File: src/rtl/dpv_pkg.sv
package dpv_pkg;

  // register indexes on the configuration channel
  localparam logic [1:0] REG_MAX_NAME_LENGTH  = 2'd0;
  localparam logic [1:0] REG_MAX_LABEL_LENGTH = 2'd1;
  localparam logic [1:0] REG_MIN_LABELS       = 2'd2;

  // register reset values
  localparam logic [7:0] MAX_NAME_LENGTH_RESET  = 8'd253;
  localparam logic [5:0] MAX_LABEL_LENGTH_RESET = 6'd63;
  localparam logic [6:0] MIN_LABELS_RESET       = 7'd2;

  // characters of interest
  localparam logic [7:0] CH_SPACE  = 8'h20;
  localparam logic [7:0] CH_DOT    = 8'h2e;
  localparam logic [7:0] CH_STAR   = 8'h2a;
  localparam logic [7:0] CH_HYPHEN = 8'h2d;
  localparam logic [7:0] CH_ZERO   = 8'h30;
  localparam logic [7:0] CH_NINE   = 8'h39;
  localparam logic [7:0] CH_UPPER_A = 8'h41;
  localparam logic [7:0] CH_UPPER_Z = 8'h5a;
  localparam logic [7:0] CH_LOWER_A = 8'h61;
  localparam logic [7:0] CH_LOWER_Z = 8'h7a;
  localparam logic [7:0] CASE_OFFSET = 8'h20;

  // saturation limits
  localparam logic [7:0] LENGTH_MAX = 8'd255;
  localparam logic [6:0] COUNT_MAX  = 7'd127;

  // prefix tracking
  typedef enum logic [2:0] {
    PH_START = 3'b001,
    PH_STAR  = 3'b010,
    PH_BODY  = 3'b100
  } phase_t;

  // one verdict
  typedef struct packed {
    logic [7:0] name_length;
    logic [6:0] label_total;
    logic       is_wildcard;
    logic       pattern_ok;
  } result_t;

endpackage

File: src/rtl/domain_pattern_validator_unit.sv
// Domain pattern validator.
// Input stream (s_*): one raw pattern byte per transaction in s_tdata[7:0],
// s_tlast high on the final byte of a pattern. Output stream (m_*): one
// verdict per pattern, issued for the transaction that carried s_tlast.
// Configuration channel (cfg_*): cfg_index selects max_name_length (0),
// max_label_length (1) or min_labels (2); cfg_ready is always high and
// writes to other indexes are dropped. Write only while no pattern is open.
// Throughput: one byte per cycle while s_tready is high. Each byte updates
// the parser state in the same cycle it is accepted; a verdict is registered
// in the output register, or in the skid register behind a waiting verdict.
// A two-entry output buffer (output register plus skid register) lets the
// input keep flowing while a verdict waits; s_tready drops only when both
// entries hold verdicts, i.e. while the receiver stalls with a full skid.
// Reset (rst, synchronous) clears parser state and both output entries and
// restores the configuration reset values (253, 63, 2). After each verdict
// the parser state returns to its reset value.
module domain_pattern_validator_unit
  import dpv_pkg::*;
(
  input  logic        clk,
  input  logic        rst,
  // input stream
  input  logic        s_tvalid,
  output logic        s_tready,
  input  logic [7:0]  s_tdata,   // [7:0] char_byte
  input  logic        s_tlast,   // is_last
  // verdict stream
  output logic        m_tvalid,
  input  logic        m_tready,
  output logic [23:0] m_tdata,   // [0] pattern_ok, [1] is_wildcard, [8:2] label_total,
                                 // [16:9] name_length, [23:17] zero
  // configuration
  input  logic        cfg_valid,
  output logic        cfg_ready,
  input  logic [1:0]  cfg_index,
  input  logic [7:0]  cfg_data
);

  // configuration registers
  logic [7:0] max_name_length;
  logic [5:0] max_label_length;
  logic [6:0] min_labels;

  // parser state
  logic [7:0] total_length, total_length_next;
  logic [6:0] label_length, label_length_next;
  logic [6:0] label_count, label_count_next;
  logic [7:0] pending_dots, pending_dots_next;
  logic       last_was_hyphen, last_was_hyphen_next;
  phase_t     phase, phase_next;
  logic       wildcard_seen, wildcard_seen_next;
  logic       rejected, rejected_next;

  // output buffer
  result_t    result, out_reg, skid_reg;
  logic       skid_valid;

  logic       in_fire;
  logic       push;

  assign cfg_ready = 1'b1;
  assign s_tready  = !skid_valid;
  assign in_fire   = s_tvalid && s_tready;
  assign push      = in_fire && s_tlast;
  assign m_tdata   = {7'd0, out_reg};

  // configuration writes
  always_ff @(posedge clk) begin
    if (rst) begin
      max_name_length  <= MAX_NAME_LENGTH_RESET;
      max_label_length <= MAX_LABEL_LENGTH_RESET;
      min_labels       <= MIN_LABELS_RESET;
    end else if (cfg_valid && cfg_ready) begin
      unique case (cfg_index)
        REG_MAX_NAME_LENGTH:  max_name_length  <= cfg_data;
        REG_MAX_LABEL_LENGTH: max_label_length <= cfg_data[5:0];
        REG_MIN_LABELS:       min_labels       <= cfg_data[6:0];
        default: ;
      endcase
    end
  end

  // byte update and verdict
  always_comb begin
    logic [7:0] b;
    logic [7:0] n;
    logic [7:0] n_lab;
    logic [8:0] len_sum;
    logic [8:0] cnt_sum;
    logic       alnum;
    logic       good;
    logic [6:0] labels;
    logic       ok;

    len_sum = 9'd0;
    cnt_sum = 9'd0;
    n_lab   = 8'd0;
    alnum   = 1'b0;

    total_length_next    = total_length;
    label_length_next    = label_length;
    label_count_next     = label_count;
    pending_dots_next    = pending_dots;
    last_was_hyphen_next = last_was_hyphen;
    phase_next           = phase;
    wildcard_seen_next   = wildcard_seen;
    rejected_next        = rejected;

    b = s_tdata;
    if (b >= CH_UPPER_A && b <= CH_UPPER_Z) begin
      b = b + CASE_OFFSET;
    end
    n = pending_dots;

    if (b == CH_SPACE) begin
      // spaces are dropped
    end else if (b == CH_DOT) begin
      if (pending_dots != LENGTH_MAX) begin
        pending_dots_next = pending_dots + 8'd1;
      end
    end else begin
      // commit held dots
      if (n != 8'd0) begin
        pending_dots_next = 8'd0;
        len_sum = {1'b0, total_length_next} + {1'b0, n};
        if (len_sum[8]) begin
          total_length_next = LENGTH_MAX;
          rejected_next     = 1'b1;
        end else begin
          total_length_next = len_sum[7:0];
        end
        if (phase_next == PH_STAR) begin
          wildcard_seen_next = 1'b1;
          n_lab = n - 8'd1;
          if (n_lab != 8'd0) begin
            rejected_next = 1'b1;
          end
        end else begin
          n_lab = n;
          if (!(label_length_next != 7'd0 &&
                label_length_next <= {1'b0, max_label_length} &&
                !last_was_hyphen_next)) begin
            rejected_next = 1'b1;
          end
          if (n > 8'd1) begin
            rejected_next = 1'b1;
          end
        end
        phase_next = PH_BODY;
        cnt_sum = {2'b00, label_count_next} + {1'b0, n_lab};
        label_count_next     = (cnt_sum > {2'b00, COUNT_MAX}) ? COUNT_MAX : cnt_sum[6:0];
        label_length_next    = 7'd0;
        last_was_hyphen_next = 1'b0;
      end
      // count the byte itself
      len_sum = {1'b0, total_length_next} + 9'd1;
      if (len_sum[8]) begin
        total_length_next = LENGTH_MAX;
        rejected_next     = 1'b1;
      end else begin
        total_length_next = len_sum[7:0];
      end
      if (phase_next == PH_START && b == CH_STAR) begin
        // possible wildcard prefix
        phase_next = PH_STAR;
      end else begin
        if (phase_next == PH_STAR) begin
          // star not followed by a dot counts as a label byte
          rejected_next        = 1'b1;
          label_length_next    = 7'd1;
          last_was_hyphen_next = 1'b0;
        end
        phase_next = PH_BODY;
        // label byte checks
        alnum = (b >= CH_ZERO && b <= CH_NINE) || (b >= CH_LOWER_A && b <= CH_LOWER_Z);
        if (label_length_next == 7'd0 && b == CH_HYPHEN) begin
          rejected_next = 1'b1;
        end
        if (label_length_next != COUNT_MAX) begin
          label_length_next = label_length_next + 7'd1;
        end
        if (label_length_next > {1'b0, max_label_length}) begin
          rejected_next = 1'b1;
        end
        if (!alnum && b != CH_HYPHEN) begin
          rejected_next = 1'b1;
        end
        last_was_hyphen_next = (b == CH_HYPHEN);
      end
    end

    // verdict from the updated state
    good = label_length_next != 7'd0 &&
           label_length_next <= {1'b0, max_label_length} &&
           !last_was_hyphen_next;
    if (phase_next == PH_BODY) begin
      labels = (label_count_next == COUNT_MAX) ? COUNT_MAX : label_count_next + 7'd1;
      ok     = !rejected_next && good;
    end else begin
      labels = label_count_next;
      ok     = 1'b0;
    end
    if (total_length_next == 8'd0 || total_length_next > max_name_length) begin
      ok = 1'b0;
    end
    if (labels < min_labels) begin
      ok = 1'b0;
    end
    result.pattern_ok  = ok;
    result.is_wildcard = wildcard_seen_next;
    result.label_total = labels;
    result.name_length = total_length_next;

    // pattern end returns to reset
    if (s_tlast) begin
      total_length_next    = 8'd0;
      label_length_next    = 7'd0;
      label_count_next     = 7'd0;
      pending_dots_next    = 8'd0;
      last_was_hyphen_next = 1'b0;
      phase_next           = PH_START;
      wildcard_seen_next   = 1'b0;
      rejected_next        = 1'b0;
    end
  end

  // parser state registers
  always_ff @(posedge clk) begin
    if (rst) begin
      total_length    <= 8'd0;
      label_length    <= 7'd0;
      label_count     <= 7'd0;
      pending_dots    <= 8'd0;
      last_was_hyphen <= 1'b0;
      phase           <= PH_START;
      wildcard_seen   <= 1'b0;
      rejected        <= 1'b0;
    end else if (in_fire) begin
      total_length    <= total_length_next;
      label_length    <= label_length_next;
      label_count     <= label_count_next;
      pending_dots    <= pending_dots_next;
      last_was_hyphen <= last_was_hyphen_next;
      phase           <= phase_next;
      wildcard_seen   <= wildcard_seen_next;
      rejected        <= rejected_next;
    end
  end

  // output register and skid entry
  always_ff @(posedge clk) begin
    if (rst) begin
      m_tvalid   <= 1'b0;
      skid_valid <= 1'b0;
    end else if (m_tvalid && m_tready) begin
      if (skid_valid) begin
        out_reg    <= skid_reg;
        skid_valid <= 1'b0;
      end else if (push) begin
        out_reg <= result;
      end else begin
        m_tvalid <= 1'b0;
      end
    end else if (!m_tvalid) begin
      if (push) begin
        out_reg  <= result;
        m_tvalid <= 1'b1;
      end
    end else if (push) begin
      skid_reg   <= result;
      skid_valid <= 1'b1;
    end
  end

  // skid entry is only used behind a waiting verdict
  assert property (@(posedge clk) disable iff (rst) skid_valid |-> m_tvalid)
    else $error("skid entry holds a verdict while output is empty");

  // parser state is back at reset after a pattern ends
  assert property (@(posedge clk) disable iff (rst)
    (s_tvalid && s_tready && s_tlast) |=>
      (total_length == 8'd0 && pending_dots == 8'd0 && phase == PH_START && !rejected))
    else $error("parser state not cleared after last byte");

  // wildcard mark is set only once the body has begun
  assert property (@(posedge clk) disable iff (rst) wildcard_seen |-> (phase == PH_BODY))
    else $error("wildcard marked outside the body");

  // labels are only closed by committed bytes
  assert property (@(posedge clk) disable iff (rst)
    (total_length == 8'd0) |-> (label_count == 7'd0 && label_length == 7'd0))
    else $error("labels counted without any committed length");

  // a stalled verdict is not lost
  assert property (@(posedge clk) disable iff (rst)
    (m_tvalid && !m_tready) |=> (m_tvalid && $stable(m_tdata)))
    else $error("stalled verdict changed");

endmodule
File: config.mk
export PLATFORM = sky130hd
export DESIGN_NAME = domain_pattern_validator_unit
export DESIGN_NICKNAME = d
export VERILOG_FILES = /design/src/rtl/dpv_pkg.sv /design/src/rtl/domain_pattern_validator_unit.sv
export SDC_FILE = /design/constraint.sdc
export NUM_CORES = 1
export LEC_CHECK = 0
export BUFFER_PORTS_ARGS = -buffer_cell sky130_fd_sc_hd__buf_2
export CORE_AREA = 2 2 126 128
export CTS_CLUSTER_DIAMETER = 100
export DETAILED_ROUTE_END_ITERATION = 10
export DIE_AREA = 0 0 128 130
export GPL_TIMING_DRIVEN = 0
export RECOVER_POWER = 50
export SLEW_MARGIN = 20
export SYNTH_ARGS = -nofsm -noshare
export SYNTH_HDL_FRONTEND = slang
export SYNTH_SLANG_ARGS = --single-unit
File: constraint.sdc
create_clock -name clk -period 8.9 [get_ports clk]
set_input_delay 1.78 -clock clk [delete_from_list [all_inputs] [get_ports clk]]
set_output_delay 1.78 -clock clk [all_outputs]
set_load 0.05 [all_outputs]
# After elaboration in Yosys (flattened, before gate mapping)
# Cells that the tools add are included.
[word_totals] ff_bits=93 latch_bits=0 ram_bits=0 mem_bits_ro=0 input_bits=24 out_inout_bits=27 wordCells=183 n_memories=0
[op_classes] addsub=8 n_mul=0 div=0 order_cmp=13 n_eq_ne=19 shift=0 muxes=82 n_bitwise=2 n_reduce_logical=38
[ops] cell="$mux W8" count=18
[ops] cell="$mux W7" count=20
[ops] cell="$mux W17" count=4
[ops] cell="$mux W1" count=33
[ops] cell="$eq A8 B6 Y1 const B" count=4
[ops] cell="$mux W3" count=7
[ops] cell="$ge A8 B7 Y1 const B" count=2
[ops] cell="$le A8 B7 Y1 const B" count=2
[ops] cell="$reduce_bool A8 Y1" count=2
[ops] cell="$add A7 B1 Y7 const B" count=2
[ops] cell="$le A7 B6 Y1" count=2
[ops] cell="$logic_and A1 B1 Y1" count=14
[ops] cell="$reduce_bool A7 Y1" count=2
[ops] cell="$reduce_and A2 Y1" count=6
[ops] cell="$add A7 B8 Y9" count=1
[ops] cell="$add A8 B1 Y9 const B" count=1
[ops] cell="$add A8 B8 Y9" count=1
[ops] cell="$gt A9 B7 Y1 const B" count=1
[ops] cell="$add A8 B1 Y8 const B" count=1
[ops] cell="$add A8 B6 Y8 const B" count=1
[ops] cell="$ge A8 B6 Y1 const B" count=1
[ops] cell="$gt A8 B1 Y1 const B" count=1
[ops] cell="$gt A8 B8 Y1" count=1
[ops] cell="$le A8 B6 Y1 const B" count=1
[ops] cell="24 further kinds" count=34

# Depth between registers and ports, before layout
# Gate-level depths: netlist of run 1.
[logic_depth] word_depth=30 ltp_mapped=29 mapped_depth_nobuf=27

# Worst setup path before layout of run 1
# No wires, ideal clock.
[synth_timing] kind="input port to flip-flop" from="in s_tdata[0]" to="reg out_reg, in the netlist m_tdata[0] (data pin)" setup_time_ns=0.130 arrival_ns=6.139 required_time_ns=8.770 setup_slack_ns=2.631 stages=24 n_path_buf=2 cell_sequence="or4_1 > nand2_1 > o2bb2ai_1 > and2_1 > clkbuf_1 > nor2_1 > clkbuf_1 > o22ai_1 > inv_1 > ha_1 > nand2_1 > a221oi_1 > nor2b_1 > a21oi_1 > ha_1 > a21o_1 > a21o_1 > a211oi_1 > o21ai_0 > o2111ai_1 > or3_1 > or4_1 > a211oi_2 > o21a_1"
[synth_lines] item="start: declaration" line_no="domain_pattern_validator_unit.sv:25" rtl="input logic [7:0] s_tdata,"
[synth_lines] item="end signal: assignment" line_no="domain_pattern_validator_unit.sv:257" rtl="out_reg <= skid_reg;"
[synth_lines] item="end signal: assignment" line_no="domain_pattern_validator_unit.sv:260" rtl="out_reg <= result;"
[synth_lines] item="end signal: assignment" line_no="domain_pattern_validator_unit.sv:266" rtl="out_reg <= result;"
[synth_lines] item="end: declaration" line_no="domain_pattern_validator_unit.sv:55" rtl="result_t result, out_reg, skid_reg;"

==> results of run 1 <==
-- metal layers --
| metal | track usage [%] | vias up | part of all wire (%) |
|---|---|---|---|
| met1 | 31.5 | 2932 | 46 |
| li1 | - | 3041 | - |
| met5 | 0 | - | 0 |
| met3 | 3.28 | 35 | 4.8 |
| met4 | 8.14 | 0 | 2.0 |
| met2 | 39.4 | 166 | 47 |
-- placed cells by master, fill, tap and decap left out, drive strengths merged, types with 19 or more instances in the layout --
cell    netlist  final
nor2        116    116
clkbuf       35     68
dfxtp        59     59
ha           57     57
nand2        54     54
inv          49     51
a21oi        41     41
edfxtp       34     34
buf          14     33
a22oi        24     24
o21ai        21     21
o22ai        21     21
nand3        19     19
-- worst min-delay path, cell delays in order, from the launching register on --
cell and delay [ps]:
dfxtp_1 320, nand2_1 50, nand3b_1 70
-- synthesized netlist by cell type, drive strengths merged, types with 7 or more instances --
cell type    n  area share [%]
dfxtp       59              18
nand3       19             1.4
a21oi       41             3.1
edfxtp      34              15
a21o        14             1.6
xor2        18             2.3
nor4         8            0.93
clkbuf      35             2.0
nand4       13             1.2
xnor2       14             1.8
o211ai      10             1.1
nor2       116             6.5
mux2i        8             1.2
nor2b       10            0.93
a22oi       24             2.7
a211o        9             1.2
a31oi       13             1.3
ha          57              11
o22ai       21             2.0
o21a         7            0.78
and3         8            0.74
nand2       54             3.0
inv         49             2.7
nand3b       8            0.89
o21ai       21             1.6
nand2b       8            0.74
nor3        18             1.5
buf         14             1.3
-- logic make-up after synthesis --
family,count (synthesis)
simple gates,293
compound gates,214
buf+inv,98
flops,93
fa+ha+maj,59
xor+xnor,32
mux,12
other cells,2
-- area by class of cell --
cell class / count / area [sq um] / area share, %
tap: 192 / 240 / 3.21
multi-input combinational: 618 / 4140 / 55.4
clock inverter: 6 / 82.6 / 1.10
sequential: 93 / 2200 / 29.4
timing repair buffer: 42 / 184 / 2.46
buffer: 49 / 218 / 2.91
clock buffer: 10 / 229 / 3.06
inverter: 49 / 184 / 2.46
-- power groups by stage --
stage	Sequential [mW]	Combinational (mW)	Clock, mW
global placement	0.486	0.258	0
global route	0.479	0.295	0.421
detailed placement	0.486	0.267	0
CTS	0.477	0.268	0.407
floorplan	0.509	0.166	0
finish	0.477	0.266	0.400
-- worst max path at each step --
stage                          start          to  cells after the start
after floorplan           s_tdata[0]  m_tdata[0]                     24
after global placement    s_tdata[0]  m_tdata[0]                     25
after detailed placement  s_tdata[0]  m_tdata[0]                     25
after CTS                   phase[1]  m_tdata[0]                     28
after global routing        phase[1]  m_tdata[0]                     29
final                       phase[1]  m_tdata[0]                     28
-- through the flow --
step           setup WS (ps)  instances  cell area, sq um  hold slack (ps)  utilization [%]
2_1_floorplan           2630        809              6750              438                -
4_1_cts                 1680       1059              7520              474             48.8
6_report                1650       1059              7480              471             48.5
3_3_place_gp            1410       1041              7190              460             46.6
5_1_grt                 1240       1059              7480              512             48.5
3_5_place_dp            1390       1043              7210              455             46.8
==> impl_metrics.env, run 1 <==
export IMPL_r2r_slack_ps=1650
export IMPL_grt_max_degree=18
export IMPL_dp_hpwl_um=15100
export IMPL_synth_seq_cells=93
export IMPL_grt_first_pass_wirelength_um=30700
export IMPL_period_minus_slack_ps=7250
export IMPL_grt_pass1_vias=5914
export IMPL_drtIter0Drc=511
export IMPL_cpPeakStageDelay_ps=490
export IMPL_p_seq_share_pct=41.7
export IMPL_final_max_slew_viol_count=0
export IMPL_fillers=1522
export IMPL_yosys_warnings=0
export IMPL_hold_violations=0
export IMPL_grt_usage_pct=23.6
export IMPL_synth_top_flop_cell="dfxtp_1"
export IMPL_p_clk_share_pct=35.0
export IMPL_r2r_end="m_tdata[0]"
export IMPL_muxShareOfSynthArea_pct=1.86
export IMPL_num_vias=6174
export IMPL_ant_nets=0
export IMPL_p_sw_mw=0.369
export IMPL_worstPathRequired_ps=9120
export IMPL_antenna_found_initial=0
export IMPL_clock_latency_ps=350
export IMPL_cts_tree="yes"
export IMPL_worstHoldStart="max_label_length[1]"
export IMPL_tns_ps=0
export IMPL_cts_root_buf="clkbuf_16"
export IMPL_crit_type="reg2reg"
export IMPL_setup_viol=0
export IMPL_n_antenna_cell=0
export IMPL_hold_depth=2
export IMPL_relSlewSlack_pct=15.7
export IMPL_crit_family="compound AO/OA/AOI/OAI gates"
export IMPL_synth_simple_area_share_pct=21.3
export IMPL_p_int_mw=0.774
export IMPL_synthCells=803
export IMPL_seq_area_frac_synth_pct=32.8
export IMPL_cp_end_kind="register"
export IMPL_drc=0
export IMPL_ioPinCount=51
export IMPL_path_buf_inv=3
export IMPL_max_freq_mhz=138
export IMPL_power_per_cell_area_mw_per_mm2=153
export IMPL_numPortBuffers=40
export IMPL_clock_sinks=93
export IMPL_switching_share_pct=32.3
export IMPL_rsz0062_at_grt="no"
export IMPL_avgViaCountPerCell=5.83
export IMPL_total_power_mw=1.14
export IMPL_core_sq_mm=0.0154
export IMPL_die_area_sq_mm=0.0166
export IMPL_synth_fa_ha_area_share_pct=11.2
export IMPL_globalplace_congestion=0.978
export IMPL_cts_resized=0
export IMPL_max_slew_worst_pin_slew_ps=1260
export IMPL_critPathLaunchType="register"
export IMPL_ir_drop_v=0.0000986
export IMPL_final_nets=945
export IMPL_numCtsBuffers=9
export IMPL_hold_path_class="reg2reg"
export IMPL_synth_top_family_by_area="compound AO/OA/AOI/OAI gates"
export IMPL_area_growth_pct=11.3
export IMPL_synth_xor_area_share_pct=4.17
export IMPL_hold_buffers=0
export IMPL_drive_gt1_share_pct=7.15
export IMPL_postRouteWirelength_um=19200
export IMPL_r2r_cells=28
export IMPL_ctsHtreeMaxLevel=3
export IMPL_synth_edff_count=34
export IMPL_leakagePower_nw=3.30
export IMPL_cp_arrival_ps=7470
export IMPL_maxCapViolCount=0
export IMPL_pwr_share_comb_pct=23.3
export IMPL_cp_slowest_cell="or4_1"
export IMPL_rows=46
export IMPL_cts_path_max_buffers=2
export IMPL_dr_pass1_iters=5
export IMPL_cp_max_fo=10
export IMPL_crit_path_frequent_cell="ha_1"
export IMPL_r2r_start="phase[1]"
export IMPL_clk_pin_slew_ps=70
export IMPL_syn_area_per_cell_sq_um=8.37
export IMPL_floorplan_initialDensity_pct=43.6
export IMPL_status="complete, no violations"
export IMPL_ys_async_sr_fraction_pct=0
export IMPL_grt_overflow=0
export IMPL_fp_dieW_um=128
export IMPL_whs_endpoint="max_label_length[1]"
export IMPL_wl_per_cell_um=18.1
export IMPL_fin_crit_sh_pct=81.5
export IMPL_synth_compound_area_share_pct=22.7
export IMPL_fp_dieH_um=130
export IMPL_syn_area_sq_mm=0.00672
export IMPL_fin_skew_ps=7.07
export IMPL_synth_cell_types=79
export IMPL_post_cts_buffers=0
(Power assumes the default switching activity.)
==> run 2, diff against run 1 <==
==> constraint.sdc (replaced) <==
create_clock -name clk -period 7.5 [get_ports clk]
set_input_delay 1.5 -clock clk [delete_from_list [all_inputs] [get_ports clk]]
set_output_delay 1.5 -clock clk [all_outputs]
set_load 0.05 [all_outputs]
==> run 2 against run 1 <==
Clock-buffer cell count unchanged. Worst setup slack worse by 1200 ps. Critical path type unchanged. Highest routed layer unchanged. Hold slack barely moved. Largest power group unchanged. Utilization hardly changed. Sequential share of layout area barely moved. Non-clock buffer count did not move. Via count about the same. Cell count unchanged.
==> impl_metrics.env, run 2 (synthesized netlist as in run 1, its figures left out) <==
export IMPL_status="complete, no violations"
export IMPL_fp_dieW_um=128
export IMPL_floorplan_initialDensity_pct=43.6
export IMPL_avgViaCountPerCell=5.83
export IMPL_post_dp_cell_area_sq_mm=0.00721
export IMPL_clock_latency_ps=350
export IMPL_fin_skew_ps=6.83
export IMPL_cp_max_fo=10
export IMPL_drtIter0Drc=523
export IMPL_numPortBuffers=40
export IMPL_final_cell_mix="116 x nor2_1, 59 x clkbuf_1, 59 x dfxtp_1"
export IMPL_design_area_sq_mm=0.00748
export IMPL_ir_drop_v=0.000116
export IMPL_final_max_slew_viol_count=0
export IMPL_drive_gt1_share_pct=7.27
export IMPL_total_power_mw=1.36
export IMPL_ctsHtreeMaxLevel=3
export IMPL_area_growth_pct=11.2
export IMPL_num_vias=6177
export IMPL_wl_per_cell_um=18.0
export IMPL_max_freq_mhz=141
export IMPL_setup_ws_ps=413
export IMPL_hold_violations=0
export IMPL_hold_buffers=0
export IMPL_cp_slowest_cell="or4_1"
export IMPL_critPathLaunchType="register"
export IMPL_grt_max_degree=18
export IMPL_setup_viol=0
export IMPL_globalplace_congestion=0.978
export IMPL_cts_path_max_buffers=2
export IMPL_grt_pass1_vias=5914
export IMPL_cpPeakStageDelay_ps=490
export IMPL_die_area_sq_mm=0.0166
export IMPL_drc=0
export IMPL_dp_slack_ps=267
export IMPL_cp_end_kind="register"
export IMPL_grt_first_pass_wirelength_um=30700
export IMPL_hold_ws_ps=471
export IMPL_period_minus_slack_ps=7090
export IMPL_cp_arrival_ps=7310
export IMPL_postRouteWirelength_um=19100
export IMPL_rsz0062_at_grt="no"
export IMPL_worstPathRequired_ps=7720
export IMPL_tns_ps=0
export IMPL_dr_pass1_iters=5
export IMPL_final_common_cell="nor2_1"
export IMPL_numCtsBuffers=9
export IMPL_crit_path_frequent_cell="ha_1"
export IMPL_antenna_found_initial=0
export IMPL_cts_root_buf="clkbuf_16"
export IMPL_crit_type="reg2reg"
export IMPL_grt_usage_pct=23.6
export IMPL_max_slew_worst_pin_slew_ps=1240
export IMPL_fp_dieH_um=130
export IMPL_rows=46
export IMPL_relSlewSlack_pct=16.9
export IMPL_final_nets=945
export IMPL_cts_tree="yes"
export IMPL_clock_sinks=93
export IMPL_fin_crit_sh_pct=94.5
export IMPL_dp_hpwl_um=15100
export IMPL_maxCapViolCount=0
export IMPL_grt_overflow=0
export IMPL_ant_nets=0
export IMPL_core_sq_mm=0.0154
export IMPL_hold_path_class="reg2reg"
export IMPL_leakagePower_nw=3.30
export IMPL_n_antenna_cell=0
export IMPL_clk_pin_slew_ps=70
export IMPL_ioPinCount=51
export IMPL_power_per_cell_area_mw_per_mm2=181
-- run 2: changes by cell type in the layout (fill, tap and decap cells not counted) --
| cell | previous run | this run |
|---|---|---|
| clkbuf_2 | 0 | 1 |
| mux2_1 | 2 | 1 |
| mux2_2 | 2 | 3 |
| buf_4 | 9 | 8 |
-- run 2: final cells by class --
| type | count | area, sq um |
|---|---|---|
| fill | 1524 | 7950 |
| sequential | 93 | 2200 |
| inverter | 49 | 184 |
| multi-input combinational | 618 | 4140 |
| buffer | 49 | 219 |
| clock buffer | 10 | 229 |
| timing repair buffer | 42 | 180 |
| tap | 192 | 240 |
| clock inverter | 6 | 82.6 |
-- run 2: metrics by stage --
step                      util, %  std cells
after CTS                    48.8       1059
final                        48.5       1059
after floorplan                 -        809
after global placement       46.6       1041
after global routing         48.5       1059
after detailed placement     46.8       1043
-- run 2: what timing repair did --
action | in CTS | in global routing
setup buffers | 0 | 0
resized for setup | 0 | 2
setup endpoints to repair | 0 | 2
-- run 2: where the power goes --
| group | total, mW | switching (mW) | internal [mW] |
|---|---|---|---|
| clock | 0.474 | 0.209 | 0.266 |
| combinational | 0.316 | 0.212 | 0.104 |
| sequential | 0.566 | 0.0167 | 0.550 |
| total | 1.36 | 0.437 | 0.919 |
-- run 2: final timing paths --
| kind | start | end | slack, ps | depth (start not counted) |
|---|---|---|---|---|
| worst max-delay path | phase[1] | m_tdata[0] | 410 | 28 |
| worst min-delay path | max_label_length[1] | max_label_length[1] | 470 | 2 |
| worst max register to register | phase[1] | m_tdata[0] | 410 | 28 |
| worst min register to register | max_label_length[1] | max_label_length[1] | 470 | 2 |
-- run 2: critical path, delay by kind of cell (launching register included) --
family | cells | cell delay [ps]
xor gates and xnor gates | 1 | 150
AOI/OAI and AO/OA | 11 | 2600
adders and majority gates | 3 | 800
buffers and inverters | 3 | 630
DFF | 1 | 390
and+or+nand+nor | 10 | 2350
-- run 2: routing by layer --
metal	up-vias	wire length (um)	share of wire, %	GRT usage, %
li1	3046	-	-	-
met1	2918	8740	46	31.5
met2	176	8970	47	39.4
met3	37	984	5.1	3.28
met4	0	412	2.2	8.14
met5	-	0	0	0
